--- src/sv/srf_pkg.sv ---
// srf_pkg: shared types, widths and register codes of the spread ratio filter.
// No dependencies; all other files but srf_ram refer to it by scoped names.
`timescale 1ns / 1ps

package srf_pkg;

    // Field widths
    localparam int SPREAD_BITS = 16;
    localparam int MAX_W       = 15;
    localparam int RATIO_W     = 16;
    localparam int LEN_W       = 7;
    localparam int Q_FRAC      = 8;

    // Window length is at most 127, so the window sum needs LEN_W more bits
    localparam int SUM_W = SPREAD_BITS + LEN_W;
    localparam int LHS_W = SPREAD_BITS + LEN_W + 1;
    localparam int RHS_W = RATIO_W + SUM_W + 1;

    // Ring and queue sizes
    localparam int WINDOW_DEPTH_DEF = 64;
    localparam int QUEUE_DEPTH      = 4;
    localparam int QCNT_W           = $clog2(QUEUE_DEPTH + 1);

    // Configuration port
    localparam int CFG_IDX_W  = 2;
    localparam int CFG_DATA_W = 16;

    typedef enum logic [CFG_IDX_W-1:0] {
        CFG_MAX_SPREAD = 2'd0,
        CFG_RATIO_Q8   = 2'd1,
        CFG_WINDOW_LEN = 2'd2
    } t_cfg_idx;

    localparam logic [MAX_W-1:0]   MAX_SPREAD_RST = 15'h7FFF;
    localparam logic [RATIO_W-1:0] RATIO_Q8_RST   = 16'h0000;
    localparam logic [LEN_W-1:0]   WINDOW_LEN_RST = 7'd20;

    // Item kinds
    localparam logic ACT_RECORD = 1'b0;
    localparam logic ACT_CHECK  = 1'b1;

    typedef struct packed {
        logic                          action;
        logic signed [SPREAD_BITS-1:0] spread;
    } t_in;

    typedef struct packed {
        logic pass_absolute;
        logic pass_relative;
        logic pass_both;
    } t_out;

    typedef struct packed {
        logic [MAX_W-1:0]   max_spread;
        logic [RATIO_W-1:0] ratio_q8;
        logic [LEN_W-1:0]   window_len;
    } t_cfg;

    // Classified check handed from the front end to the back end
    typedef struct packed {
        logic [SPREAD_BITS-1:0] spread;
        logic [LEN_W-1:0]       len;
        logic [SUM_W-1:0]       sum;
        logic                   abs_ok;
        logic                   bypass;
    } t_cmd;

endpackage

--- src/sv/spread_ratio_filter.sv ---
// spread_ratio_filter: top level; configuration registers, front end, command
// queue and back end. Depends on srf_pkg, srf_front, srf_queue, srf_back.
`timescale 1ns / 1ps
//
//  channel   | direction | handshake              | payload
//  ----------+-----------+------------------------+-----------------------------
//  item in   | in        | push / full            | i_item   (action, spread)
//  result    | out       | pop / empty            | o_result (absolute, relative,
//            |           |                        |           both)
//  config    | in        | i_cfg_we, i_cfg_idx    | i_cfg_wdata
//
//  One transaction is taken per clock while full is low. A record produces no
//  result; a check produces one result, which passes through the command
//  register loaded at acceptance, then a queue entry, the product register and
//  the result register before it reaches the result ports.
//  Reset is synchronous and leaves the history empty; no clearing pass runs,
//  the fill count masks the never-written ring entries.
//  full rises once the four-entry command queue plus the check in flight fill it;
//  a held result stalls only the back end until the queue backs up.

module spread_ratio_filter #(
    parameter int WINDOW_DEPTH = srf_pkg::WINDOW_DEPTH_DEF
) (
    input  logic                            i_clk,
    input  logic                            i_rst_n,
    // item channel
    input  logic                            push,
    input  srf_pkg::t_in                    i_item,
    output logic                            full,
    // result channel
    output logic                            empty,
    input  logic                            pop,
    output srf_pkg::t_out                   o_result,
    // configuration writes
    input  logic                            i_cfg_we,
    input  logic [srf_pkg::CFG_IDX_W-1:0]   i_cfg_idx,
    input  logic [srf_pkg::CFG_DATA_W-1:0]  i_cfg_wdata
);

    srf_pkg::t_cfg               r_cfg;
    logic                        clear;
    logic                        q_push;
    srf_pkg::t_cmd               q_in;
    logic                        q_pop;
    srf_pkg::t_cmd               q_out;
    logic                        q_empty;
    logic [srf_pkg::QCNT_W-1:0]  q_count;

    // register file; unknown indexes are dropped
    always_ff @(posedge i_clk) begin
        if (!i_rst_n) begin
            r_cfg.max_spread <= srf_pkg::MAX_SPREAD_RST;
            r_cfg.ratio_q8   <= srf_pkg::RATIO_Q8_RST;
            r_cfg.window_len <= srf_pkg::WINDOW_LEN_RST;
        end else if (i_cfg_we) begin
            case (i_cfg_idx)
                srf_pkg::CFG_MAX_SPREAD: begin
                    r_cfg.max_spread <= i_cfg_wdata[srf_pkg::MAX_W-1:0];
                end
                srf_pkg::CFG_RATIO_Q8: begin
                    r_cfg.ratio_q8 <= i_cfg_wdata[srf_pkg::RATIO_W-1:0];
                end
                srf_pkg::CFG_WINDOW_LEN: begin
                    r_cfg.window_len <= i_cfg_wdata[srf_pkg::LEN_W-1:0];
                end
                default: begin
                end
            endcase
        end
    end

    // a new window length starts the history over
    assign clear = i_cfg_we && (i_cfg_idx == srf_pkg::CFG_WINDOW_LEN);

    srf_front #(
        .WINDOW_DEPTH (WINDOW_DEPTH)
    ) u_front (
        .i_clk     (i_clk),
        .i_rst_n   (i_rst_n),
        .i_cfg     (r_cfg),
        .i_clear   (clear),
        .i_push    (push),
        .i_item    (i_item),
        .o_full    (full),
        .i_q_count (q_count),
        .o_q_push  (q_push),
        .o_q_cmd   (q_in)
    );

    srf_queue #(
        .DEPTH (srf_pkg::QUEUE_DEPTH)
    ) u_queue (
        .i_clk   (i_clk),
        .i_rst_n (i_rst_n),
        .i_push  (q_push),
        .i_cmd   (q_in),
        .i_pop   (q_pop),
        .o_cmd   (q_out),
        .o_empty (q_empty),
        .o_count (q_count)
    );

    srf_back u_back (
        .i_clk     (i_clk),
        .i_rst_n   (i_rst_n),
        .i_ratio   (r_cfg.ratio_q8),
        .i_q_valid (!q_empty),
        .i_q_cmd   (q_out),
        .o_q_pop   (q_pop),
        .i_pop     (pop),
        .o_empty   (empty),
        .o_result  (o_result)
    );

endmodule

--- src/sv/srf_ram.sv ---
// srf_ram: generic single-write, single-read RAM with registered read data.
// Read-first on a same-address collision. No package dependency.
`timescale 1ns / 1ps

module srf_ram #(
    parameter int WIDTH = 16,
    parameter int DEPTH = 64,
    localparam int AW   = (DEPTH > 1) ? $clog2(DEPTH) : 1
) (
    input  logic             i_clk,
    input  logic             i_we,
    input  logic [AW-1:0]    i_waddr,
    input  logic [WIDTH-1:0] i_wdata,
    input  logic             i_re,
    input  logic [AW-1:0]    i_raddr,
    output logic [WIDTH-1:0] o_rdata
);

    logic [WIDTH-1:0] r_mem [DEPTH];
    logic [WIDTH-1:0] r_rdata;

    always_ff @(posedge i_clk) begin
        if (i_we) begin
            r_mem[i_waddr] <= i_wdata;
        end
        if (i_re) begin
            r_rdata <= r_mem[i_raddr];
        end
    end

    assign o_rdata = r_rdata;

endmodule

--- src/sv/srf_queue.sv ---
// srf_queue: short FIFO of classified check commands between front and back end.
// Depends on srf_pkg (t_cmd).
`timescale 1ns / 1ps

module srf_queue #(
    parameter int DEPTH  = srf_pkg::QUEUE_DEPTH,
    localparam int PTR_W = (DEPTH > 1) ? $clog2(DEPTH) : 1,
    localparam int CNT_W = $clog2(DEPTH + 1)
) (
    input  logic               i_clk,
    input  logic               i_rst_n,
    input  logic               i_push,
    input  srf_pkg::t_cmd      i_cmd,
    input  logic               i_pop,
    output srf_pkg::t_cmd      o_cmd,
    output logic               o_empty,
    output logic [CNT_W-1:0]   o_count
);

    srf_pkg::t_cmd    r_mem [DEPTH];
    logic [PTR_W-1:0] r_rd;
    logic [PTR_W-1:0] r_wr;
    logic [CNT_W-1:0] r_cnt;

    function automatic logic [PTR_W-1:0] ptr_inc(input logic [PTR_W-1:0] p);
        logic [PTR_W-1:0] q;
        q = (p == PTR_W'(DEPTH - 1)) ? '0 : p + PTR_W'(1);
        return q;
    endfunction

    always_ff @(posedge i_clk) begin
        if (i_push) begin
            r_mem[r_wr] <= i_cmd;
        end
    end

    always_ff @(posedge i_clk) begin
        if (!i_rst_n) begin
            r_rd  <= '0;
            r_wr  <= '0;
            r_cnt <= '0;
        end else begin
            if (i_push) begin
                r_wr <= ptr_inc(r_wr);
            end
            if (i_pop) begin
                r_rd <= ptr_inc(r_rd);
            end
            if (i_push && !i_pop) begin
                r_cnt <= r_cnt + CNT_W'(1);
            end else if (!i_push && i_pop) begin
                r_cnt <= r_cnt - CNT_W'(1);
            end
        end
    end

    assign o_cmd   = r_mem[r_rd];
    assign o_empty = (r_cnt == '0);
    assign o_count = r_cnt;

    // the front end reserves room for every check it has in flight
    a_no_overflow: assert property (@(posedge i_clk) disable iff (!i_rst_n)
        i_push && !i_pop |-> r_cnt < CNT_W'(DEPTH))
        else $error("srf_queue: push into a full queue");

    a_no_underflow: assert property (@(posedge i_clk) disable iff (!i_rst_n)
        i_pop |-> !o_empty)
        else $error("srf_queue: pop from an empty queue");

endmodule

--- src/sv/srf_front.sv ---
// srf_front: accepts transactions, keeps the bar ring, fill count and window sum,
// and classifies checks into commands for the back end. Depends on srf_pkg, srf_ram.
`timescale 1ns / 1ps

module srf_front #(
    parameter int WINDOW_DEPTH = srf_pkg::WINDOW_DEPTH_DEF
) (
    input  logic                        i_clk,
    input  logic                        i_rst_n,
    input  srf_pkg::t_cfg               i_cfg,
    input  logic                        i_clear,
    input  logic                        i_push,
    input  srf_pkg::t_in                i_item,
    output logic                        o_full,
    input  logic [srf_pkg::QCNT_W-1:0]  i_q_count,
    output logic                        o_q_push,
    output srf_pkg::t_cmd               o_q_cmd
);

    localparam int PTR_W = (WINDOW_DEPTH > 1) ? $clog2(WINDOW_DEPTH) : 1;
    localparam int IDX_W = ((PTR_W > srf_pkg::LEN_W) ? PTR_W : srf_pkg::LEN_W) + 1;
    localparam int FW    = srf_pkg::QCNT_W + 1;
    localparam int SB    = srf_pkg::SPREAD_BITS;
    localparam int SW    = srf_pkg::SUM_W;
    localparam int CW    = srf_pkg::SPREAD_BITS + srf_pkg::MAX_W;

    logic [srf_pkg::LEN_W-1:0] len;
    logic                      accept;
    logic                      rec_acc;
    logic                      chk_acc;
    logic                      win_full;
    logic [IDX_W-1:0]          old_sum;
    logic [PTR_W-1:0]          old_idx;
    logic                      abs_ok;
    logic [SB-1:0]             ring_rdata;
    logic [SW-1:0]             n_sum;

    // stage A state
    logic [PTR_W-1:0]          r_wp;
    logic [srf_pkg::LEN_W-1:0] r_count;
    // stage B
    logic                      r_b_rec;
    logic                      r_b_chk;
    logic                      r_b_sub;
    logic                      r_b_wfull;
    logic                      r_b_abs;
    logic [SB-1:0]             r_b_spread;
    logic [srf_pkg::LEN_W-1:0] r_b_len;
    logic [SW-1:0]             r_sum;

    // window length zero acts as one, beyond the ring acts as the ring depth
    always_comb begin
        if (i_cfg.window_len == '0) begin
            len = srf_pkg::LEN_W'(1);
        end else if (int'(i_cfg.window_len) > WINDOW_DEPTH) begin
            len = srf_pkg::LEN_W'(WINDOW_DEPTH);
        end else begin
            len = i_cfg.window_len;
        end
    end

    assign o_full  = (FW'(i_q_count) + FW'(r_b_chk)) >= FW'(srf_pkg::QUEUE_DEPTH);
    assign accept  = i_push && !o_full;
    assign rec_acc = accept && (i_item.action == srf_pkg::ACT_RECORD);
    assign chk_acc = accept && (i_item.action == srf_pkg::ACT_CHECK);
    assign win_full = (r_count >= len);

    // ring slot of the bar that leaves the window: write pointer minus length
    always_comb begin
        old_sum = IDX_W'(r_wp) + IDX_W'(WINDOW_DEPTH) - IDX_W'(len);
        if (old_sum >= IDX_W'(WINDOW_DEPTH)) begin
            old_sum = old_sum - IDX_W'(WINDOW_DEPTH);
        end
        old_idx = PTR_W'(old_sum);
    end

    assign abs_ok = !i_item.spread[SB-1] &&
                    (CW'(unsigned'(i_item.spread)) <= CW'(i_cfg.max_spread));

    srf_ram #(
        .WIDTH (SB),
        .DEPTH (WINDOW_DEPTH)
    ) u_ring (
        .i_clk   (i_clk),
        .i_we    (rec_acc),
        .i_waddr (r_wp),
        .i_wdata (i_item.spread),
        .i_re    (rec_acc),
        .i_raddr (old_idx),
        .o_rdata (ring_rdata)
    );

    always_comb begin
        n_sum = r_sum + {{(SW-SB){r_b_spread[SB-1]}}, r_b_spread};
        if (r_b_sub) begin
            n_sum = n_sum - {{(SW-SB){ring_rdata[SB-1]}}, ring_rdata};
        end
    end

    always_ff @(posedge i_clk) begin
        r_b_sub    <= win_full;
        r_b_wfull  <= win_full;
        r_b_abs    <= abs_ok;
        r_b_spread <= i_item.spread;
        r_b_len    <= len;
    end

    always_ff @(posedge i_clk) begin
        if (!i_rst_n) begin
            r_wp    <= '0;
            r_count <= '0;
            r_sum   <= '0;
            r_b_rec <= 1'b0;
            r_b_chk <= 1'b0;
        end else if (i_clear) begin
            r_wp    <= '0;
            r_count <= '0;
            r_sum   <= '0;
            r_b_rec <= 1'b0;
            r_b_chk <= 1'b0;
        end else begin
            r_b_rec <= rec_acc;
            r_b_chk <= chk_acc;
            if (rec_acc) begin
                r_wp <= (r_wp == PTR_W'(WINDOW_DEPTH - 1)) ? '0 : r_wp + PTR_W'(1);
                if (!win_full) begin
                    r_count <= r_count + srf_pkg::LEN_W'(1);
                end
            end
            if (r_b_rec) begin
                r_sum <= n_sum;
            end
        end
    end

    // a check sees the sum after every earlier record has been folded in
    assign o_q_push       = r_b_chk;
    assign o_q_cmd.spread = r_b_spread;
    assign o_q_cmd.len    = r_b_len;
    assign o_q_cmd.sum    = r_sum;
    assign o_q_cmd.abs_ok = r_b_abs;
    assign o_q_cmd.bypass = (i_cfg.ratio_q8 == '0) || !r_b_wfull ||
                            r_sum[SW-1] || (r_sum == '0);

    a_count_in_window: assert property (@(posedge i_clk) disable iff (!i_rst_n)
        r_count <= len)
        else $error("srf_front: fill count beyond window length");

    a_chk_from_accept: assert property (@(posedge i_clk) disable iff (!i_rst_n)
        r_b_chk |-> $past(i_push && !o_full && i_item.action == srf_pkg::ACT_CHECK))
        else $error("srf_front: check in flight without an accepted transaction");

endmodule

--- src/sv/srf_back.sv ---
// srf_back: evaluates queued checks: products, Q8.8 ratio compare, result register.
// Depends on srf_pkg (t_cmd, t_out, widths).
`timescale 1ns / 1ps

module srf_back (
    input  logic                         i_clk,
    input  logic                         i_rst_n,
    input  logic [srf_pkg::RATIO_W-1:0]  i_ratio,
    input  logic                         i_q_valid,
    input  srf_pkg::t_cmd                i_q_cmd,
    output logic                         o_q_pop,
    input  logic                         i_pop,
    output logic                         o_empty,
    output srf_pkg::t_out                o_result
);

    localparam int SB = srf_pkg::SPREAD_BITS;
    localparam int LW = srf_pkg::LHS_W;
    localparam int RW = srf_pkg::RHS_W;
    localparam int SW = srf_pkg::SUM_W;
    localparam int SH = srf_pkg::LHS_W + srf_pkg::Q_FRAC;

    logic                 out_ready;
    logic                 m_adv;
    logic signed [LW-1:0] lhs_a;
    logic signed [LW-1:0] lhs_b;
    logic signed [RW-1:0] rhs_a;
    logic signed [RW-1:0] rhs_b;
    logic signed [RW-1:0] lhs_cmp;
    logic [SH-1:0]        lhs_sh;
    logic                 rel_ok;

    logic                 r_m_v;
    logic signed [LW-1:0] r_m_lhs;
    logic signed [RW-1:0] r_m_rhs;
    logic                 r_m_abs;
    logic                 r_m_bypass;
    logic                 r_out_v;
    srf_pkg::t_out        r_out;

    assign out_ready = !r_out_v || i_pop;
    assign m_adv     = !r_m_v || out_ready;
    assign o_q_pop   = i_q_valid && m_adv;

    // spread * len and ratio * sum, both exact
    assign lhs_a = {{(LW-SB){i_q_cmd.spread[SB-1]}}, i_q_cmd.spread};
    assign lhs_b = LW'(i_q_cmd.len);
    assign rhs_a = {{(RW-SW){i_q_cmd.sum[SW-1]}}, i_q_cmd.sum};
    assign rhs_b = RW'(i_ratio);

    always_ff @(posedge i_clk) begin
        if (o_q_pop) begin
            r_m_lhs    <= lhs_a * lhs_b;
            r_m_rhs    <= rhs_a * rhs_b;
            r_m_abs    <= i_q_cmd.abs_ok;
            r_m_bypass <= i_q_cmd.bypass;
        end
    end

    // spread*len*256 <= ratio*sum
    assign lhs_sh  = {r_m_lhs, srf_pkg::Q_FRAC'(0)};
    assign lhs_cmp = {{(RW-SH){lhs_sh[SH-1]}}, lhs_sh};
    assign rel_ok  = r_m_bypass || (lhs_cmp <= r_m_rhs);

    always_ff @(posedge i_clk) begin
        if (r_m_v && out_ready) begin
            r_out.pass_absolute <= r_m_abs;
            r_out.pass_relative <= rel_ok;
            r_out.pass_both     <= r_m_abs && rel_ok;
        end
    end

    always_ff @(posedge i_clk) begin
        if (!i_rst_n) begin
            r_m_v   <= 1'b0;
            r_out_v <= 1'b0;
        end else begin
            if (m_adv) begin
                r_m_v <= i_q_valid;
            end
            if (out_ready) begin
                r_out_v <= r_m_v;
            end
        end
    end

    assign o_empty  = !r_out_v;
    assign o_result = r_out;

endmodule

--- config.mk ---
export PLATFORM = sky130hd
export DESIGN_NAME = spread_ratio_filter
export DESIGN_NICKNAME = d
export VERILOG_FILES = /design/src/sv/srf_pkg.sv /design/src/sv/spread_ratio_filter.sv /design/src/sv/srf_ram.sv /design/src/sv/srf_queue.sv /design/src/sv/srf_front.sv /design/src/sv/srf_back.sv
export SDC_FILE = /design/constraint.sdc
export NUM_CORES = 2
export LEC_CHECK = 0
export BUFFER_PORTS_ARGS = -buffer_cell sky130_fd_sc_hd__buf_2
export CAP_MARGIN = 20
export CORE_ASPECT_RATIO = 0.7
export CORE_MARGIN = 1
export CORE_UTILIZATION = 25
export DETAILED_ROUTE_END_ITERATION = 10
export SLEW_MARGIN = 10
export SYNTH_ARGS = -nofsm -noshare
export SYNTH_HDL_FRONTEND = slang
export SYNTH_HIERARCHICAL = 1
export SYNTH_SLANG_ARGS = --single-unit
--- constraint.sdc ---
create_clock -name i_clk -period 7.8 [get_ports i_clk]
set_input_delay 1.17 -clock i_clk [delete_from_list [all_inputs] [get_ports i_clk]]
set_output_delay 1.17 -clock i_clk [all_outputs]
set_load 0.1 [all_outputs]
==> reports/metrics.cfg <==
[sta]
slew_viol_final=0
setup_viol_count_final=0
hold_viol=0
rsz0062_at_grt=false
finalCritPeriodShare_pct=95.3
fmax_mhz=135
finalWorstSetupSlack_ns=0.368
relSlewSlack_pct=16.0
min_period_ns=7.43
worst_slew_pin_slew_ns=1.26
tns_ns=0
skew_ns=0.0883

[placed_design]
place.gp.congestion=0.881
dp_hpwl_mm=137
place.port_buffers=44
dpl_cell_area_mm2=0.0804
place_ws_ns=0.151
dp_cells=9123

[floorplanning]
die_area_mm2=0.303
core_area_mm2=0.297
fp.dieW_um=657
num_rows=167
num_io_pins=45
die_y_um=461
initial_core_util_pct=25.3

[clocking]
numCtsBuffers=148
path_clk_slew_ns=0.06
tritoncts=done
cts_hold_buf=0
clk_latency_ns=0.84
cts_max_path_buffers=4
clock_sinks=1413
cts.htree.levels=4
cts_root_buffer=clkbuf_16

[yosys]
synth_area_mm2=0.0751
synth_seq_cells=1413
ys_warn_count=6
synth.avg_cell_area_um2=14.5
synth.top_cell.area_share_pct=52.0
syn_inst=5169
synth_seq_area_share_pct=55.0
syn_nets=5921
synth_ff_type=edfxtp_1
ys_types=91
yosys-top-cells-count=1301 x edfxtp_1, 691 x inv_1, 453 x fa_1
synth_edf_count=1301
synth_area_leader_cell=edfxtp_1
ys_async_sr_fraction_pct=0
synthMostInstantiatedCell=edfxtp_1
ys_top_cells_by_area=edfxtp_1 52%, fa_1 12%, mux4_2 8.0%

[hold_path]
min-delay-path-class=reg2reg
hp-start=r_cfg[6]
min_to=u_front/r_b_len[6]
hold_path_depth=0

[worst_setup_path]
r2r_slack_ns=0.37
reg2reg_to=u_back/r_m_rhs[38]
max_stage_delay_ns=0.67
cp_data_required_time_ns=8.32
path_buf_inv=7
worstPathMaxFanout=13
r2r_cells=24
critPathSlowestCell=mux4_2
cp.arrival_ns=7.96
crit_type=reg2reg
worst_setup_path_start_kind=register
crit_path_cell_trace=buf_4 > buf_4 > mux4_2 > and2_1 > inv_1 > fa_1 > inv_1 > fa_1 > buf_4 > fa_1 > fa_1 > fa_1 > inv_1 > fa_1 > inv_1 > ha_1 > nand2_1 > nand2b_1 > a21o_1 > a21oi_1 > nand3_1 > o21ai_0 > a21oi_1 > and3_1
end_kind=register
crit_path_frequent_cell=fa_1
critPathTopFamily=adder cells

[grt]
grt_max_degree=77
grt_pass1_wl_mm=289
grt_pass1_vias=43743
track_usage_pct=12.7
antenna_found_initial=25
grt_overflow=0

[layout]
multi_input_comb_area_mm2=0.0301
drive_above_1_share_pct=13.8
regArea_mm2=0.0413
fin_cells=9385
fill_cells=29765
area_growth_pct=13.1
nets=6060
stdcell_area_mm2=0.0850

[power_and_ir_drop]
powerDensity_mw_per_mm2=368
seq_power_share_pct=30.3
p_sw_share_pct=39.0
p_leak_uw=0.0313
comb_power_share_pct=47.9
p_sw_uw=12200
p_clk_share_pct=21.8
intPower_uw=19100
peakVddDrop_uv=933

[route]
drcViolationCount=0
dr_total_vias=42896
routed_wl_mm=195
drt_first_pass_iters=6
vias_per_cell=4.57
drtAntennaViolNets=0
drt-initial-drc-count=4159
wire_per_inst_um=20.8

[run]
drv_cap=0

[run_status]
status=completed

==> worst max path at each step <==
stage,startpoint,end,slack [ns],cells after the start
after floorplan,register,u_back/r_m_rhs[38],0.69,23
after global placement,register,u_back/r_m_rhs[39],0.20,22
after detailed placement,register,u_back/r_m_rhs[39],0.15,22
after CTS,register,u_back/r_m_rhs[39],0.13,22
after global routing,register,u_back/r_m_rhs[39],0.04,22
final,register,u_back/r_m_rhs[38],0.37,24
==> layout make-up <==
class | count | share of cell area [%]
Multi-Input combinational cell | 2851 | 35.4
Sequential cell | 1413 | 48.6
Clock inverter | 73 | 0.814
Antenna cell | 1 | 0.00294
Tap cell | 3971 | 5.85
Timing Repair Buffer | 202 | 1.73
Inverter | 692 | 3.07
Clock buffer | 182 | 4.54
==> power groups by stage <==
stage	combinational [uW]	clock (uW)	sequential (uW)
3_3_place_gp	14400	0	9630
4_1_cts	14900	6990	9470
2_1_floorplan	10600	0	9520
3_5_place_dp	14800	0	9630
6_report	15000	6830	9480
5_1_grt	16800	7240	9510
==> sequential cells by signal, indices dropped and copies added, names as in the netlist, 2 cells and up, named ones only <==
register / cells
r_cfg: 38
u_back/o_result: 3
u_back/r_m_lhs: 24
u_back/r_m_rhs: 40
u_front/r_b_len: 7
u_front/r_b_spread: 16
u_front/r_count: 7
u_front/r_sum: 23
u_front/r_wp: 6
u_front/u_ring/o_rdata: 16
u_front/u_ring/r_mem: 1024
u_queue/o_count: 3
u_queue/r_mem: 192
u_queue/r_rd: 2
u_queue/r_wr: 2
==> cells by family (layout without fill, tap and decap cells) <==
logic type	Yosys count	count (layout)	synth area share, %
AND/OR/NAND/NOR	1079	1079	7.21
AO/OA/AOI/OAI	523	523	4.73
XOR/XNOR	109	109	1.27
other	0	1	0
flip-flops	1413	1413	55.0
multiplexers	428	428	10.3
adder cells (fa/ha/maj)	712	712	16.4
buffers and inverters	905	1149	5.10
==> placed cells by master (no fill, tap or decap), drive strengths merged, types with 13 or more instances in the layout <==
| cell type | n |
|---|---|
| edfxtp | 1301 |
| inv | 698 |
| fa | 453 |
| nand2 | 408 |
| mux4 | 272 |
| ha | 259 |
| and2 | 248 |
| buf | 202 |
| clkbuf | 182 |
| nor2 | 154 |
| a21oi | 133 |
| mux2i | 127 |
| dfxtp | 112 |
| o21ai | 78 |
| xnor2 | 77 |
| a21o | 64 |
| nor2b | 54 |
| nand3 | 52 |
| clkinv | 51 |
| a22oi | 39 |
| xor2 | 32 |
| nor3 | 32 |
| mux2 | 29 |
| nand4 | 28 |
| o21a | 26 |
| a211oi | 24 |
| o211ai | 23 |
| a31oi | 20 |
| nand2b | 18 |
| a221oi | 17 |
| nor4 | 17 |
| nand4bb | 13 |
| a311oi | 13 |
==> routing by layer <==
metal | track usage (%) | up-vias | wire [um]
li1 | - | 18741 | -
met1 | 17.9 | 22262 | 87400
met2 | 18.4 | 1600 | 81300
met3 | 4.63 | 289 | 21500
met4 | 3.08 | 4 | 4770
met5 | 0 | - | 21
==> metrics by stage <==
step / hold WS (ns) / utilization [%] / total power (uW)
detailed placement: 0.384 / 27.0 / 24400
global route: 0.408 / 28.6 / 33500
finish: 0.406 / 28.6 / 31300
floorplan: 0.417 / - / 20100
global placement: 0.386 / 27.0 / 24000
CTS: 0.398 / 28.6 / 31300
==> what timing repair did <==
| item | CTS | global route |
|---|---|---|
| buffers inserted | 0 | 3 |
| setup endpoints to repair | 0 | 9 |
| gates resized for setup | 0 | 5 |
(Power assumes the default switching activity.)
